===== src/rtl/core/fti_pkg.sv =====
// fti_pkg: shared types and constants for the float to int rounding unit
// no dependencies
package fti_pkg;

    localparam logic FUNC_F64 = 1'b0;
    localparam logic FUNC_F32 = 1'b1;

    // special result classes decided in the decode stage
    localparam logic [1:0] CLS_NORMAL = 2'd0;
    localparam logic [1:0] CLS_ZERO   = 2'd1;
    localparam logic [1:0] CLS_SAT    = 2'd2;

    typedef struct packed {
        logic        func;
        logic        neg;
        logic [1:0]  cls;
        logic        left;     // mantissa shifts left (no fraction bits)
        logic [5:0]  shamt;    // shift amount, left or right
        logic [52:0] mant;     // significand with hidden bit, binary32 aligned low
    } dec_t;

    typedef struct packed {
        logic        func;
        logic        neg;
        logic [1:0]  cls;
        logic [63:0] mag;
    } mag_t;

endpackage


===== src/rtl/core/float_to_int_round_half_up_unit.sv =====
// float_to_int_round_half_up_unit: top level, three stage pipeline
// depends on fti_pkg, fti_decode, fti_shift
//
// Converts a binary64 (func 0) or binary32 in the low bits (func 1) to a
// signed integer rounded to nearest with ties toward +inf, i.e. floor(x+1/2).
// NaN gives 0, infinities and out-of-range values saturate; int32 results
// are sign-extended. One item enters per cycle while not stalled; stages
// (decode, round/shift, sign/saturate) each end in a register. A stall on
// the output freezes only the stages that are full, so bubbles collapse.
module float_to_int_round_half_up_unit (
    input  logic        clk,
    input  logic        rst_n,
    input  logic        in_valid,
    output logic        in_stall,
    input  logic        func,
    input  logic [63:0] value_bits,
    output logic        out_valid,
    input  logic        out_stall,
    output logic [63:0] rounded
);
    import fti_pkg::*;

    dec_t        dec_w;
    mag_t        mag_w;
    dec_t        s1_reg;
    mag_t        s2_reg;
    logic        v1_reg, v2_reg, v3_reg;
    logic [63:0] out_reg;
    logic [63:0] res_next;
    logic        en1, en2, en3;
    logic [63:0] maxv, minv, sgn;

    // stage enables: a stage moves when it is empty or the one after it can take it
    assign en3 = !v3_reg || !out_stall;
    assign en2 = !v2_reg || en3;
    assign en1 = !v1_reg || en2;
    assign in_stall = !en1;

    fti_decode u_dec (.func(func), .value_bits(value_bits), .dec(dec_w));
    fti_shift  u_sh  (.dec(s1_reg), .mo(mag_w));

    // sign and saturation
    always_comb
    begin
        if (s2_reg.func == FUNC_F32)
        begin
            maxv = 64'h0000_0000_7FFF_FFFF;
            minv = 64'hFFFF_FFFF_8000_0000;
        end
        else
        begin
            maxv = 64'h7FFF_FFFF_FFFF_FFFF;
            minv = 64'h8000_0000_0000_0000;
        end
        sgn = s2_reg.neg ? (64'd0 - s2_reg.mag) : s2_reg.mag;
        case (s2_reg.cls)
            CLS_ZERO: res_next = '0;
            CLS_SAT:  res_next = s2_reg.neg ? minv : maxv;
            default:
            begin
                if (s2_reg.func == FUNC_F32)
                    res_next = {{32{sgn[31]}}, sgn[31:0]};
                else
                    res_next = sgn;
            end
        endcase
    end

    always_ff @(posedge clk or negedge rst_n)
    begin
        if (!rst_n)
        begin
            v1_reg <= 1'b0;
            v2_reg <= 1'b0;
            v3_reg <= 1'b0;
        end
        else
        begin
            if (en1) v1_reg <= in_valid;
            if (en2) v2_reg <= v1_reg;
            if (en3) v3_reg <= v2_reg;
        end
    end

    always_ff @(posedge clk)
    begin
        if (en1) s1_reg <= dec_w;
        if (en2) s2_reg <= mag_w;
        if (en3) out_reg <= res_next;
    end

    assign out_valid = v3_reg;
    assign rounded   = out_reg;

endmodule


===== src/rtl/core/fti_decode.sv =====
// fti_decode: field split, classification and shift amount
// depends on fti_pkg
module fti_decode (
    input  logic             func,
    input  logic [63:0]      value_bits,
    output fti_pkg::dec_t    dec
);
    import fti_pkg::*;

    logic        neg;
    logic [10:0] expf;
    logic [51:0] frac;
    logic        exp_max;
    logic [11:0] e;          // unbiased exponent + 1
    logic [11:0] mbits;
    logic [11:0] ilim;

    always_comb
    begin
        if (func == FUNC_F32)
        begin
            neg     = value_bits[31];
            expf    = {3'b0, value_bits[30:23]};
            frac    = {29'b0, value_bits[22:0]};
            exp_max = (value_bits[30:23] == 8'hFF);
            e       = {4'b0, value_bits[30:23]} - 12'd126;
            mbits   = 12'd24;
            ilim    = 12'd32;
        end
        else
        begin
            neg     = value_bits[63];
            expf    = value_bits[62:52];
            frac    = value_bits[51:0];
            exp_max = (value_bits[62:52] == 11'h7FF);
            e       = {1'b0, expf} - 12'd1022;
            mbits   = 12'd53;
            ilim    = 12'd64;
        end

        dec.func  = func;
        dec.neg   = neg;
        dec.left  = 1'b0;
        dec.shamt = '0;
        dec.mant  = (func == FUNC_F32) ? {29'b0, 1'b1, frac[22:0]} : {1'b1, frac};
        if (exp_max)
            dec.cls = (frac != '0) ? CLS_ZERO : CLS_SAT;
        else if (expf == '0 || e[11])
            dec.cls = CLS_ZERO;          // e negative means |x| < 0.5
        else if (e >= ilim)
            dec.cls = CLS_SAT;
        else
        begin
            dec.cls = CLS_NORMAL;
            if (e >= mbits)
            begin
                dec.left  = 1'b1;
                dec.shamt = 6'(e - mbits);
            end
            else
                dec.shamt = 6'(mbits - e);   // q, between 1 and mbits
        end
    end

endmodule


===== src/rtl/core/fti_shift.sv =====
// fti_shift: rounds and aligns the significand to an integer magnitude
// depends on fti_pkg
module fti_shift (
    input  fti_pkg::dec_t dec,
    output fti_pkg::mag_t mo
);
    import fti_pkg::*;

    logic [64:0] half;
    logic [64:0] bias;
    logic [64:0] sum;

    always_comb
    begin
        half = 65'd1 << (dec.shamt - 6'd1);
        // ties up: positive adds half, negative adds half-1
        bias = dec.neg ? half - 65'd1 : half;
        sum  = {12'b0, dec.mant} + bias;
        mo.func = dec.func;
        mo.neg  = dec.neg;
        mo.cls  = dec.cls;
        if (dec.left)
            mo.mag = {11'b0, dec.mant} << dec.shamt;
        else
            mo.mag = 64'(sum >> dec.shamt);
    end

endmodule


===== config.mk =====
export PLATFORM = sky130hd
export DESIGN_NAME = float_to_int_round_half_up_unit
export DESIGN_NICKNAME = d
export VERILOG_FILES = /design/src/rtl/core/fti_pkg.sv /design/src/rtl/core/float_to_int_round_half_up_unit.sv /design/src/rtl/core/fti_decode.sv /design/src/rtl/core/fti_shift.sv
export SDC_FILE = /design/constraint.sdc
export NUM_CORES = 1
export LEC_CHECK = 0
export ABC_AREA = 1
export BUFFER_PORTS_ARGS = -buffer_cell sky130_fd_sc_hd__buf_2
export CAP_MARGIN = 0
export CORE_ASPECT_RATIO = 0.6
export CORE_MARGIN = 4
export CORE_UTILIZATION = 35
export CTS_CLUSTER_DIAMETER = 60
export DETAILED_ROUTE_END_ITERATION = 10
export PLACE_DENSITY = 0.49
export SLEW_MARGIN = 0
export SYNTH_ARGS = -nofsm -noshare
export SYNTH_HDL_FRONTEND = slang
export SYNTH_HIERARCHICAL = 1
export SYNTH_SLANG_ARGS = --single-unit

===== constraint.sdc =====
create_clock -name clk -period 6.55 [get_ports clk]
set_input_delay 0.3275 -clock clk [delete_from_list [all_inputs] [get_ports clk]]
set_output_delay 0.3275 -clock clk [all_outputs]
set_load 0.01 [all_outputs]

==> reports/results.txt <==
Number of global-route vias before repair: 24640. The floorplan step set the die width to 344.1 um. The congestion estimate from routability-driven global placement came to 1.100. After routing, the total negative slack on setup checks comes to 0 ns. Yosys printed 6 warnings. At the worst endpoint, the arrival time is 6.65 ns.

The run gives 141.9 uV as the highest ir drop seen on vdd. The time the final worst path needs with I/O delays and setup came out at 6.348 ns. After detailed routing, the number of vias per cell comes to 5.687. For the count of final hold-check violations, the log shows 0. Flip-flop cell with the highest count after synthesis: sky130_fd_sc_hd__edfxtp_1. The total congestion overflow after global routing was 0; the all-layer global routing usage was 33.69%. Once detail routing completed, the nets flagged for antenna violations numbered 0.

Setup repair after global routing left no endpoint under its margin. The number of core rows came out at 73. TritonCTS built the clock tree.

The number of clock sinks came out at 199. A synthesized cell averages 6.184 um^2. STA classifies the critical path endpoint as a register.

For the total nets after synthesis, the log shows 3973. For the share of the yosys chip area belonging to registers, the log shows 25.12%. In this run the worst hold path is classified as input port to register.

The logs give 4109 for the number of DRC violations after detailed-routing iteration 0 and 124700 um for the total length of routed wires. Yosys mapped the design onto 64 distinct sky130hd cell types. In this run the static leakage power is 13.08 nW. Pin placement for this block handled 135 I/O pins. Measured along the y axis, the die boundary spans 209.7 um. The area added between synthesis and finish is 13.72%.

Summed over all nets, the half-perimeter wirelength after detailed placement is 104500 um. In the final layout, the multi-input gates occupy 15550 um^2. For the worst-skew pair, the clock arrives at the later sink with an insertion delay of 0.49 ns. The type of the setup path with the least slack was register to register. Yosys mapped a number of flops with a built-in enable equal to 196. Data on the critical path is required at its endpoint by 6.86 ns. Hold is met by 0.02606 ns. The initial antenna violation count is 9, and the flip-flop count of the largest register, all copies and words added is 68. In this run the worst path has a maximum fanout of 12. The final clock skew was 0.02567 ns; the number of detailed-route iterations in the first pass was 9. The slew of the pin with the lowest slew margin is 1.108 ns. The total area inside the core boundary comes to 66680 um^2. The global-route wire length before repair was 176900 um; the count of unresolved DRC violations after routing was 0. The clock passes through at most 2 buffers. The fill cell instance count of the final layout is 7530. Cell at the root of the clock tree: sky130_fd_sc_hd__clkbuf_16. The die covers 72160 um^2.

Entering global routing, the biggest net connects 87 pins. The run gives 25.38% as the relative max-transition margin. The tools report the number of max-cap violations as 0.

Clock-pin slew was measured on the worst setup and hold paths at 0.09 ns. The CTS buffer count was 17. The max-slew violation count was 0. For the number of instances in the synthesized netlist, the log shows 3837.

The count of state elements after synthesis was 199; the post-detailed-route wirelength per cell was 25.22 um. The area of all sequential standard cells was 5961 um^2. The worst setup path is launched from a register. Derived from the worst setup path, the maximum achievable clock frequency is 157.5 MHz.

The worst path uses 96.92% of the clock period. The initial standard-cell utilization of the core is 35.59%, and the setup-violating endpoint count in the final report is 0. The synthesized netlist occupies a cell area of 23730 um^2. The run finished with clean final reports. The share of layout cells above drive strength 1 came out at 13.85%. The net count of the finished layout is 4167. The tools report the level count of the clock H-tree as 4.

The detailed router placed 28120 vias in this run. The fraction of synthesis flops using an asynchronous set or reset pin was 1.508%. Dividing total power by cell area gives a power density of 323.1 nW/um^2. Input and output buffers added on the ports amount to 134.
stage by stage:
stage	worst slack [ns]	std cells	area [um^2]	utilization, %	power [mW]
2_1_floorplan	1.147	3837	23730	-	5.129
3_3_place_gp	0.1596	4910	26340	39.50	7.410
3_5_place_dp	0.3250	4910	26340	39.50	7.359
4_1_cts	0.2671	4943	26950	40.42	8.484
5_1_grt	0.02434	4944	26980	40.47	9.205
6_report	0.2017	4945	26980	40.47	8.718
cells by family after synthesis:
group	after synthesis	synth area share, %
buffers and inverters	535	9.507
and+or+nand+nor	2311	42.50
adders and majority gates	67	3.564
xor gates and xnor gates	97	3.580
AOI/OAI and AO/OA	583	13.83
muxes	45	1.898
DFF	199	25.12
critical path, cell delays in order, from the launching register on:
cell and delay (ns):
sky130_fd_sc_hd__edfxtp_1 0.41, sky130_fd_sc_hd__inv_1 0.34, sky130_fd_sc_hd__nor2_1 0.15, sky130_fd_sc_hd__nand2_2 0.13
sky130_fd_sc_hd__nand2_4 0.15, sky130_fd_sc_hd__buf_4 0.22, sky130_fd_sc_hd__nand2_2 0.21, sky130_fd_sc_hd__nand3_1 0.30
sky130_fd_sc_hd__nor2_1 0.23, sky130_fd_sc_hd__nand2_1 0.18, sky130_fd_sc_hd__nor3_2 0.31, sky130_fd_sc_hd__nand3_1 0.18
sky130_fd_sc_hd__xor2_1 0.19, sky130_fd_sc_hd__ha_1 0.37, sky130_fd_sc_hd__nand2_1 0.14, sky130_fd_sc_hd__nor2_1 0.21
sky130_fd_sc_hd__inv_1 0.11, sky130_fd_sc_hd__buf_4 0.15, sky130_fd_sc_hd__nor4_1 0.42, sky130_fd_sc_hd__nand3_1 0.14
sky130_fd_sc_hd__nand3_1 0.23, sky130_fd_sc_hd__or2_2 0.17, sky130_fd_sc_hd__nand3_1 0.11, sky130_fd_sc_hd__nand3_1 0.17
sky130_fd_sc_hd__nand3_1 0.15, sky130_fd_sc_hd__nand3_1 0.18, sky130_fd_sc_hd__nand3_1 0.34, sky130_fd_sc_hd__nand3_1 0.26
synthesized netlist by cell type, types with 5 or more instances:
library cell                  n  area [um^2]
sky130_fd_sc_hd__a211oi_1     6        45.04
sky130_fd_sc_hd__a21boi_0     5        37.54
sky130_fd_sc_hd__a21o_1       9        67.56
sky130_fd_sc_hd__a21oi_1    117        585.6
sky130_fd_sc_hd__a22oi_1     10        75.07
sky130_fd_sc_hd__a31oi_1     21        131.4
sky130_fd_sc_hd__buf_1       36        135.1
sky130_fd_sc_hd__buf_2       27        135.1
sky130_fd_sc_hd__buf_4       34        255.2
sky130_fd_sc_hd__buf_6       10        112.6
sky130_fd_sc_hd__clkbuf_1    87        326.6
sky130_fd_sc_hd__edfxtp_1   196         5886
sky130_fd_sc_hd__ha_1        66        825.8
sky130_fd_sc_hd__inv_1      322         1209
sky130_fd_sc_hd__inv_2       14        52.55
sky130_fd_sc_hd__mux2i_1     45        450.4
sky130_fd_sc_hd__nand2_1   1153         4328
sky130_fd_sc_hd__nand2_2     29        181.4
sky130_fd_sc_hd__nand2_4      5        56.30
sky130_fd_sc_hd__nand3_1    498         2492
sky130_fd_sc_hd__nand3_2     19        190.2
sky130_fd_sc_hd__nand3b_1    22        165.2
sky130_fd_sc_hd__nand4_1     43        269.0
sky130_fd_sc_hd__nor2_1     433         1625
sky130_fd_sc_hd__nor2_2      24        150.1
sky130_fd_sc_hd__nor2_4       9        101.4
sky130_fd_sc_hd__nor3_1      24        120.1
sky130_fd_sc_hd__nor4_1      13        81.33
sky130_fd_sc_hd__o211ai_1    28        210.2
sky130_fd_sc_hd__o21ai_0    295         1476
sky130_fd_sc_hd__o21ai_1     30        150.1
sky130_fd_sc_hd__o21ai_2     10        87.58
sky130_fd_sc_hd__o21bai_1    10        75.07
sky130_fd_sc_hd__o221ai_1     5        43.79
sky130_fd_sc_hd__o22ai_1     17        106.4
sky130_fd_sc_hd__or2_2       21        131.4
sky130_fd_sc_hd__xnor2_1     41        359.1
sky130_fd_sc_hd__xor2_1      56        490.5
timing repair:
action	CTS	global route
buffers inserted	0	1
hold endpoints to repair	3	0
hold buffers	1	0
resized for setup	0	5
setup endpoints to repair	0	50
worst paths after layout:
kind,start,to,slack [ns],depth (start not counted)
setup / recovery,s1_reg[58],s2_reg[31],0.20,27
hold / removal,value_bits[2],s1_reg[2],0.03,1
setup reg to reg,s1_reg[58],s2_reg[31],0.20,27
hold reg to reg,s1_reg[61],s2_reg[65],0.44,0
max in group asynchronous,rst_n,v2_reg,6.27,2
min in group asynchronous,rst_n,v1_reg,0.17,2
metal layers:
| layer | track usage [%] | routed length, um |
|---|---|---|
| met4 | 3.743 | 997 |
| met1 | 54.31 | 61850 |
| met3 | 18.71 | 21570 |
| met5 | 0 | 9 |
| met2 | 37.45 | 40300 |
power by group:
part | leakage (nW) | internal [mW] | switching (mW)
combinational | 10.7 | 1.66 | 3.69
clock | 0.287 | 0.516 | 0.582
sequential | 2.09 | 1.84 | 0.438
layout by cell type, fill, tap and decap left out, types with 41 or more instances in the layout:
cell type and instances:
sky130_fd_sc_hd__buf_4 235, sky130_fd_sc_hd__nand3_1 498, sky130_fd_sc_hd__inv_1 319, sky130_fd_sc_hd__o21ai_0 295
sky130_fd_sc_hd__nor2_1 430, sky130_fd_sc_hd__xor2_1 56, sky130_fd_sc_hd__ha_1 65, sky130_fd_sc_hd__xnor2_1 41
sky130_fd_sc_hd__a21oi_1 117, sky130_fd_sc_hd__mux2i_1 45, sky130_fd_sc_hd__nand4_1 43, sky130_fd_sc_hd__nand2_1 1150
sky130_fd_sc_hd__buf_2 134, sky130_fd_sc_hd__edfxtp_1 196
final cells by class:
class,count,area share [%]
well taps,900,4.173
clock buffers,17,1.576
repair buffers,371,9.134
multi-input cells,3103,57.62
flip-flops and latches,199,22.09
inverters,339,4.729
clock inverters,15,0.6723
diodes,1,0.009273
(Power assumes the default switching activity.)
